==> src/hdl/stir_pkg.sv <==
// Package with the shared types, codes and helper function of the sorted table.
package stir_pkg;

    localparam int STIR_CAPACITY = 16;
    localparam int STIR_DATA_W   = 32;
    localparam int STIR_COUNT_W  = 5;
    localparam int STIR_OR_FANIN = 8;

    typedef enum logic {
        CMD_INSERT = 1'b0,
        CMD_REMOVE = 1'b1
    } t_cmd;

    typedef enum logic [1:0] {
        ST_OK        = 2'd0,
        ST_FULL      = 2'd1,
        ST_EMPTY     = 2'd2,
        ST_NOT_FOUND = 2'd3
    } t_status;

    // Operation broadcast to every cell of the chain at once.
    typedef struct packed {
        logic                          ins;
        logic                          rem;
        logic signed [STIR_DATA_W-1:0] v;
    } t_cell_op;

    // Number of registered levels an OR tree of the given width needs.
    function automatic int or_levels(input int n);
        int l;
        int span;
        l    = 1;
        span = STIR_OR_FANIN;
        while (span < n) begin
            l    = l + 1;
            span = span * STIR_OR_FANIN;
        end
        return l;
    endfunction

endpackage

==> src/hdl/stir_if.sv <==
// Handshake interfaces for the command channel and the result channel.
interface stir_in_if import stir_pkg::*; ();
    logic                          valid;
    logic                          ready;
    t_cmd                          cmd;
    logic signed [STIR_DATA_W-1:0] value;

    modport source (output valid, output cmd, output value, input ready);
    modport sink (input valid, input cmd, input value, output ready);
endinterface

interface stir_out_if import stir_pkg::*; ();
    logic                           valid;
    logic                           ready;
    t_status                        status;
    logic signed [STIR_DATA_W-1:0]  removed_value;
    logic        [STIR_COUNT_W-1:0] count;

    modport source (output valid, output status, output removed_value, output count,
                    input ready);
    modport sink (input valid, input status, input removed_value, input count,
                  output ready);
endinterface

==> src/hdl/stir_cell.sv <==
// One storage cell of the sorted chain: holds a value and trades it with its neighbors.
module stir_cell import stir_pkg::*; (
    input  logic                          i_clk,
    input  t_cell_op                      i_op,
    input  logic                          i_occ,
    input  logic signed [STIR_DATA_W-1:0] i_prev_val,
    input  logic                          i_prev_gt,
    input  logic                          i_prev_ge,
    input  logic signed [STIR_DATA_W-1:0] i_next_val,
    output logic signed [STIR_DATA_W-1:0] o_val,
    output logic                          o_gt,
    output logic                          o_ge,
    output logic                          o_hit
);

    logic signed [STIR_DATA_W-1:0] r_val;
    logic signed [STIR_DATA_W-1:0] n_val;
    logic                          w_en;

    // An empty cell counts as greater, so an insert with no greater value stored lands at the first free cell.
    assign o_gt  = !i_occ || (r_val > i_op.v);
    assign o_ge  = i_occ && (r_val >= i_op.v);
    // The first cell not below the key holds the first equal value, if any.
    assign o_hit = o_ge && !i_prev_ge && (r_val == i_op.v);
    assign o_val = r_val;

    always_comb begin
        n_val = r_val;
        w_en  = 1'b0;
        if (i_op.ins && o_gt) begin
            w_en  = 1'b1;
            n_val = i_prev_gt ? i_prev_val : i_op.v;
        end else if (i_op.rem && o_ge) begin
            w_en  = 1'b1;
            n_val = i_next_val;
        end
    end

    always_ff @(posedge i_clk) begin
        if (w_en) begin
            r_val <= n_val;
        end
    end

endmodule

==> src/hdl/stir_or_tree.sv <==
// Registered OR tree that tells whether any cell reports a match.
module stir_or_tree import stir_pkg::*; #(
    parameter int N = STIR_CAPACITY
) (
    input  logic         i_clk,
    input  logic [N-1:0] i_bits,
    output logic         o_any
);

    localparam int L = or_levels(N);
    localparam int F = STIR_OR_FANIN;

    logic [N-1:0] w_src [0:L];
    logic [N-1:0] n_lvl [1:L];
    logic [N-1:0] r_lvl [1:L];

    assign w_src[0] = i_bits;

    for (genvar k = 1; k <= L; k++) begin : g_lvl
        assign w_src[k] = r_lvl[k];
        for (genvar j = 0; j < N; j++) begin : g_node
            if (F * j < N) begin : g_used
                localparam int HI = (F * j + F - 1 < N) ? (F * j + F - 1) : (N - 1);
                assign n_lvl[k][j] = |w_src[k-1][HI:F*j];
            end else begin : g_unused
                assign n_lvl[k][j] = 1'b0;
            end
        end
        always_ff @(posedge i_clk) begin
            r_lvl[k] <= n_lvl[k];
        end
    end

    assign o_any = r_lvl[L][0];

endmodule

==> src/hdl/sorted_table_insert_remove.sv <==
// Top level of the sorted table: a chain of compare-and-shift cells with a command sequencer.
// Insert: on acceptance the cells shift and the result is registered at the same clock edge.
// Remove: the key is latched, the search state waits for the match flag of the OR tree, then
// the apply state shifts the cells if a match was found; a waiting result can hold the apply state.
// One command is in flight at a time; a result still waiting at the output holds off the next.
// Reset (synchronous, active low) empties the table and the result register; cell contents stay.
module sorted_table_insert_remove import stir_pkg::*; #(
    parameter int CAPACITY = STIR_CAPACITY
) (
    input  logic       i_clk,
    input  logic       i_rst_n,
    stir_in_if.sink    i_in,
    stir_out_if.source o_out
);

    // Width of the stored count, which must be able to hold CAPACITY itself.
    localparam int CW = $clog2(CAPACITY + 1);
    // Depth of the match OR tree and the width of the counter that waits for it.
    localparam int L  = or_levels(CAPACITY);
    localparam int WW = $clog2(L) + 1;

    typedef enum logic [1:0] {
        S_IDLE,
        S_SEARCH,
        S_APPLY
    } t_state;

    t_state                        r_state;
    logic [CW-1:0]                 r_count;
    logic [WW-1:0]                 r_wait;
    logic signed [STIR_DATA_W-1:0] r_v;

    logic                           r_out_valid;
    logic                           n_out_valid;
    t_status                        r_status;
    logic signed [STIR_DATA_W-1:0]  r_removed;

    t_cell_op                      w_op;
    logic                          w_accept;
    logic                          w_out_free;
    logic                          w_found;

    logic signed [STIR_DATA_W-1:0] w_val [CAPACITY];
    logic [CAPACITY-1:0]           w_gt;
    logic [CAPACITY-1:0]           w_ge;
    logic [CAPACITY-1:0]           w_hit;
    logic [CAPACITY-1:0]           w_occ;

    // The result register may be refilled in the cycle its transaction completes.
    assign w_out_free = !r_out_valid || o_out.ready;
    assign i_in.ready = (r_state == S_IDLE) && w_out_free;
    assign w_accept   = i_in.valid && i_in.ready;

    // The cells see the live input value while idle (for inserts), else the latched key.
    always_comb begin
        w_op.v   = (r_state == S_IDLE) ? i_in.value : r_v;
        w_op.ins = w_accept && (i_in.cmd == CMD_INSERT) && (r_count < CW'(CAPACITY));
        w_op.rem = (r_state == S_APPLY) && w_out_free && w_found;
    end

    // A result is produced by an insert or a remove from an empty table at acceptance,
    // or by a remove when it leaves the apply state; otherwise the register drains.
    always_comb begin
        n_out_valid = r_out_valid && !o_out.ready;
        if (w_accept && ((i_in.cmd == CMD_INSERT) || (r_count == '0))) begin
            n_out_valid = 1'b1;
        end
        if ((r_state == S_APPLY) && w_out_free) begin
            n_out_valid = 1'b1;
        end
    end

    // The chain itself. Cell 0 has no left neighbor, so an insert there takes the new value;
    // the last cell has no right neighbor and keeps its own value on a remove.
    for (genvar i = 0; i < CAPACITY; i++) begin : g_cell
        logic signed [STIR_DATA_W-1:0] w_prev_val;
        logic signed [STIR_DATA_W-1:0] w_next_val;
        logic                          w_prev_gt;
        logic                          w_prev_ge;

        assign w_occ[i] = (r_count > CW'(i));

        if (i == 0) begin : g_head
            assign w_prev_val = w_op.v;
            assign w_prev_gt  = 1'b0;
            assign w_prev_ge  = 1'b0;
        end else begin : g_body
            assign w_prev_val = w_val[i-1];
            assign w_prev_gt  = w_gt[i-1];
            assign w_prev_ge  = w_ge[i-1];
        end

        if (i == CAPACITY - 1) begin : g_tail
            assign w_next_val = w_val[i];
        end else begin : g_inner
            assign w_next_val = w_val[i+1];
        end

        stir_cell u_cell (
            .i_clk      (i_clk),
            .i_op       (w_op),
            .i_occ      (w_occ[i]),
            .i_prev_val (w_prev_val),
            .i_prev_gt  (w_prev_gt),
            .i_prev_ge  (w_prev_ge),
            .i_next_val (w_next_val),
            .o_val      (w_val[i]),
            .o_gt       (w_gt[i]),
            .o_ge       (w_ge[i]),
            .o_hit      (w_hit[i])
        );
    end

    // At most one cell reports a hit; the tree folds them into one registered flag.
    stir_or_tree #(
        .N (CAPACITY)
    ) u_or_tree (
        .i_clk  (i_clk),
        .i_bits (w_hit),
        .o_any  (w_found)
    );

    // Sequencer: state, count and the result register.
    always_ff @(posedge i_clk) begin
        if (!i_rst_n) begin
            r_state     <= S_IDLE;
            r_count     <= '0;
            r_wait      <= '0;
            r_out_valid <= 1'b0;
        end else begin
            r_out_valid <= n_out_valid;
            unique case (r_state)
                S_IDLE: begin
                    if (w_accept) begin
                        r_v    <= i_in.value;
                        r_wait <= '0;
                        if (i_in.cmd == CMD_INSERT) begin
                            // Inserts finish here: the cells shift in this same cycle.
                            r_removed <= '0;
                            if (w_op.ins) begin
                                r_status <= ST_OK;
                                r_count  <= r_count + CW'(1);
                            end else begin
                                r_status <= ST_FULL;
                            end
                        end else if (r_count == '0) begin
                            r_removed <= '0;
                            r_status  <= ST_EMPTY;
                        end else begin
                            r_state <= S_SEARCH;
                        end
                    end
                end
                S_SEARCH: begin
                    // Wait until the last tree level holds the match flag.
                    r_wait <= r_wait + WW'(1);
                    if (r_wait == WW'(L - 1)) begin
                        r_state <= S_APPLY;
                    end
                end
                S_APPLY: begin
                    if (w_out_free) begin
                        r_state <= S_IDLE;
                        if (w_found) begin
                            // An equal value was found, so it is the key itself.
                            r_status  <= ST_OK;
                            r_removed <= r_v;
                            r_count   <= r_count - CW'(1);
                        end else begin
                            r_status  <= ST_NOT_FOUND;
                            r_removed <= '0;
                        end
                    end
                end
                default: begin
                    r_state <= S_IDLE;
                end
            endcase
        end
    end

    assign o_out.valid         = r_out_valid;
    assign o_out.status        = r_status;
    assign o_out.removed_value = r_removed;
    assign o_out.count         = STIR_COUNT_W'(r_count);

endmodule

==> src/flat_wrapper.sv <==
// flat-port wrapper written by rule: the top's interface ports become plain ports
module sorted_table_insert_remove_flat import stir_pkg::*;
#(
    parameter int CAPACITY = STIR_CAPACITY
)
  (i_clk, i_rst_n, i_in_valid, i_in_cmd, i_in_value, i_in_ready, o_out_valid, o_out_status, o_out_removed_value, o_out_count, o_out_ready);
  stir_in_if i_in_i ();
  stir_out_if o_out_i ();
  input  logic i_clk;
  input  logic i_rst_n;
  input wire logic [$bits(i_in_i.valid)-1:0] i_in_valid;
  input wire logic [$bits(i_in_i.cmd)-1:0] i_in_cmd;
  input wire logic [$bits(i_in_i.value)-1:0] i_in_value;
  output wire logic [$bits(i_in_i.ready)-1:0] i_in_ready;
  output wire logic [$bits(o_out_i.valid)-1:0] o_out_valid;
  output wire logic [$bits(o_out_i.status)-1:0] o_out_status;
  output wire logic [$bits(o_out_i.removed_value)-1:0] o_out_removed_value;
  output wire logic [$bits(o_out_i.count)-1:0] o_out_count;
  input wire logic [$bits(o_out_i.ready)-1:0] o_out_ready;
  assign i_in_i.valid = i_in_valid;
  assign i_in_i.cmd = i_in_cmd;
  assign i_in_i.value = i_in_value;
  assign i_in_ready = i_in_i.ready;
  assign o_out_valid = o_out_i.valid;
  assign o_out_status = o_out_i.status;
  assign o_out_removed_value = o_out_i.removed_value;
  assign o_out_count = o_out_i.count;
  assign o_out_i.ready = o_out_ready;
  sorted_table_insert_remove #(.CAPACITY(CAPACITY)) u_core (.i_clk(i_clk), .i_rst_n(i_rst_n), .i_in(i_in_i), .o_out(o_out_i));
endmodule
==> config.mk <==
export PLATFORM = sky130hd
export DESIGN_NAME = sorted_table_insert_remove_flat
export DESIGN_NICKNAME = d
export VERILOG_FILES = /design/src/hdl/stir_pkg.sv /design/src/hdl/stir_if.sv /design/src/hdl/stir_cell.sv /design/src/hdl/stir_or_tree.sv /design/src/hdl/sorted_table_insert_remove.sv /design/src/flat_wrapper.sv
export SDC_FILE = /design/constraint.sdc
export NUM_CORES = 2
export LEC_CHECK = 0
export BUFFER_PORTS_ARGS = -buffer_cell sky130_fd_sc_hd__buf_2
export CAP_MARGIN = 30
export CORE_AREA = 2 2 412 414
export CTS_CLUSTER_DIAMETER = 100
export CTS_CLUSTER_SIZE = 25
export DETAILED_ROUTE_END_ITERATION = 10
export DIE_AREA = 0 0 414 416
export PLACE_DENSITY = 0.43
export RECOVER_POWER = 100
export SKIP_LAST_GASP = 1
export SLEW_MARGIN = 20
export SYNTH_ARGS = -nofsm -noshare
export SYNTH_HDL_FRONTEND = slang
export SYNTH_SLANG_ARGS = --single-unit
==> constraint.sdc <==
create_clock -name i_clk -period 13 [get_ports i_clk]
set_input_delay 0 -clock i_clk [delete_from_list [all_inputs] [get_ports i_clk]]
set_output_delay 0 -clock i_clk [all_outputs]
set_load 0.01 [all_outputs]
==> impl_metrics.tcl <==
set metrics [dict create \
    layout-drive-gt1-share_pct 8.39 \
    core_um2 168000 \
    antennaDiodeCount 0 \
    powerDensity_nw_per_um2 102 \
    syn_nets 4576 \
    die_h_um 416 \
    synth_area_leader_cell "edfxtp_1" \
    timing.rr.start "u_core.r_state[0]" \
    grt_max_degree 66 \
    drc 0 \
    vias_per_cell 5.09 \
    layout_commonest_cell "nand2_1" \
    relSlewSlack_pct -99.7 \
    rsz0062_at_grt "false" \
    dp_hpwl_mm 116 \
    layout_common_cells "nand2_1 (593), edfxtp_1 (578), o21ai_0 (512)" \
    end_kind "flop" \
    clk_pin_slew_ns 0.10 \
    synth_compound_gate_area_share_pct 14.2 \
    drt-pass1-iter-count 5 \
    finalHoldViolCount 0 \
    cts-htree-levels 2 \
    yosys_most_used_dff "edfxtp_1" \
    arrival_ns 9.87 \
    clock_path_buffers 3 \
    ir_drop_uv 92.2 \
    cp_cell_sequence "or2_2, clkbuf_1, mux2_1, inv_1, clkbuf_1, ha_1, a21oi_1, nor2_1, a211oi_1, o21a_1, a21boi_0, o31a_1, o21ai_4, buf_4, or2_0, clkbuf_1, o21ai_4, buf_4" \
    synthAdderAreaFrac_pct 14.6 \
    clk_latency_ns 0.64 \
    async_reset_ff_share_pct 0 \
    maxCapViolCount 25 \
    portBuffers 77 \
    finalWirelength_mm 153 \
    final_util_pct 27.5 \
    holdCritStartpoint "i_in_value[11]" \
    crit_top_cell "clkbuf_1" \
    tightest_slew_ns 3.00 \
    final.min_clock_period_ns 9.47 \
    die_x_um 414 \
    clock_sinks 591 \
    synth_top_family_by_area "adder cells" \
    regArea_um2 17600 \
    nets 4624 \
    first_global_vias 31887 \
    synthMuxAreaShare_pct 12.7 \
    areaGrowthSynthToFinish_pct 10.7 \
    cts_repair_resize_count 0 \
    violations "max-capacitance violations, max-slew violations" \
    dieArea_um2 172000 \
    routedWlPerCell_um 24.1 \
    path_class "flop to flop" \
    ys_seq_area_share_pct 42.1 \
    startpoint "u_core.r_state[0]" \
    rows 151 \
    synth_cells 4053 \
    leakage_nw 17.9 \
    synth_edf_count 578 \
    ys_seq_elements 591 \
    fill_cells 17742 \
    setup.worst_path.start_class "flop" \
    drv_slew 871 \
    status "complete, but fails checks" \
    cts_buffers 37 \
    synth_warnings 0 \
    slowest_stage "clkbuf_1" \
    postRouteAntennaNets 0 \
    synth_area_um2 41800 \
    grt_pass1_wl_mm 225 \
    fin_skew_ns 0.0364 \
    track_usage_pct 17.3 \
    hold_path.class "input pin to flop" \
    ys_types 92 \
    netlist.area_leader.share_pct 41.5 \
    synth_area_per_cell_um2 10.3 \
    synth-xor-area-share_pct 0.730 \
    multi_input_area_um2 23000 \
    setup_tns_ns 0 \
    overflow 0 \
    hold_ws_ns 0.100 \
    drt-initial-drc-count 2424 \
    crit_required_ns 13.40 \
    io_pins 78 \
    synth-simple-area-share_pct 12.4 \
    cp_max_fo 33 \
    max_stage_delay_ns 1.19 \
    cts_tree "built" \
    vias 32297 \
    period_share_pct 72.8 \
    initial_utilization_pct 24.9 \
    antenna_found_initial 2 \
    gp_congestion 0.887 \
    synth_area_leaders "edfxtp_1 (42%), ha_1 (15%), mux2i_1 (6.2%), o21ai_0 (6.0%), nand2_1 (5.3%)" \
    setup_viol 0 \
    max_freq_mhz 106 \
    root_buffer "clkbuf_16" \
]
[where the power goes]
group | leakage, nW | internal (mW) | switching, mW
logic | 11.8 | 0.352 | 0.637
clock network | 0.594 | 0.612 | 0.775
registers | 5.51 | 2.24 | 0.111
[through the flow]
stage,area [um2],setup WS [ns],std cells,power [mW]
global placement,45000,5.79,6230,3.37
floorplan,41800,6.29,4053,2.98
detailed placement,45200,6.06,6241,3.38
CTS,46800,6.02,6343,4.79
finish,46300,3.53,6344,4.73
global route,46300,2.95,6344,4.95
[per-layer routing]
metal,up-vias,wire (um),global-route usage (%)
met1,15983,71900,24.0
li1,15401,-,-
met3,134,5450,1.46
met4,0,3570,3.93
met2,779,72100,29.3
met5,-,0,0
[area by class of cell]
type                    instances  share of cell area (%)
clock inverters                22                   0.584
inverters                      97                   0.787
well taps                    2218                    6.00
multi-input cells            3155                    49.7
flip-flops and latches        591                    38.1
clock buffers                  42                    2.04
repair buffers                219                    2.86
[registers in the layout, summed over array words and instances, names as in the netlist]
register / flops
u_core.o_out.valid: 1
u_core.g_cell.u_cell.o_val: 512
u_core.r_wait: 2
u_core.o_out.count: 5
u_core.r_v: 32
u_core.o_out.removed_value: 32
u_core.o_out.status: 2
u_core.u_or_tree.r_lvl: 3
u_core.r_state: 2
[kinds of logic (layout without fill, tap and decap cells)]
kind of cell    Yosys count  after routing
flops                   591            591
xor+xnor                 34             34
buf+inv                 307            380
compound gates         1008           1008
fa+ha+maj               489            489
simple gates           1122           1122
mux                     502            502
[path summary, 6_finish.rpt]
kind	end	slack (ns)	cells after the start
max	u_core.g_cell[12].u_cell.o_val[5]	3.53	18
max reg2reg	u_core.g_cell[12].u_cell.o_val[5]	3.53	18
min reg2reg	u_core.u_or_tree.r_lvl[2][0]	0.44	1
min	u_core.r_v[11]	0.10	2
[worst max-delay path, delay by kind of cell, from the launching register on]
kind | cells | cell delay (ns)
buf+inv | 6 | 4.12
mux | 1 | 0.72
flops | 1 | 0.86
compound gates | 7 | 1.73
fa+ha+maj | 1 | 0.43
simple gates | 3 | 1.26
[timing repair]
action / in CTS / in global routing
hold endpoints to repair: 44 / 0
endpoints found under the setup margin: 0 / 0
setup buffers: 0 / 0
hold buffers: 38 / 0
[cells in the mapped netlist (28+ instances only)]
cell,instances
a21oi_1,197
buf_2,46
o21ai_0,497
clkbuf_1,132
and3_1,40
mux2_1,68
xnor2_1,29
nor2_1,147
nor3_1,40
nand2_1,591
nand4_1,87
ha_1,486
inv_1,96
nor4_1,31
o21ai_1,28
edfxtp_1,578
mux2i_1,259
nand3_1,68
a21o_1,82
mux2_2,175
(Power assumes the default switching activity.)
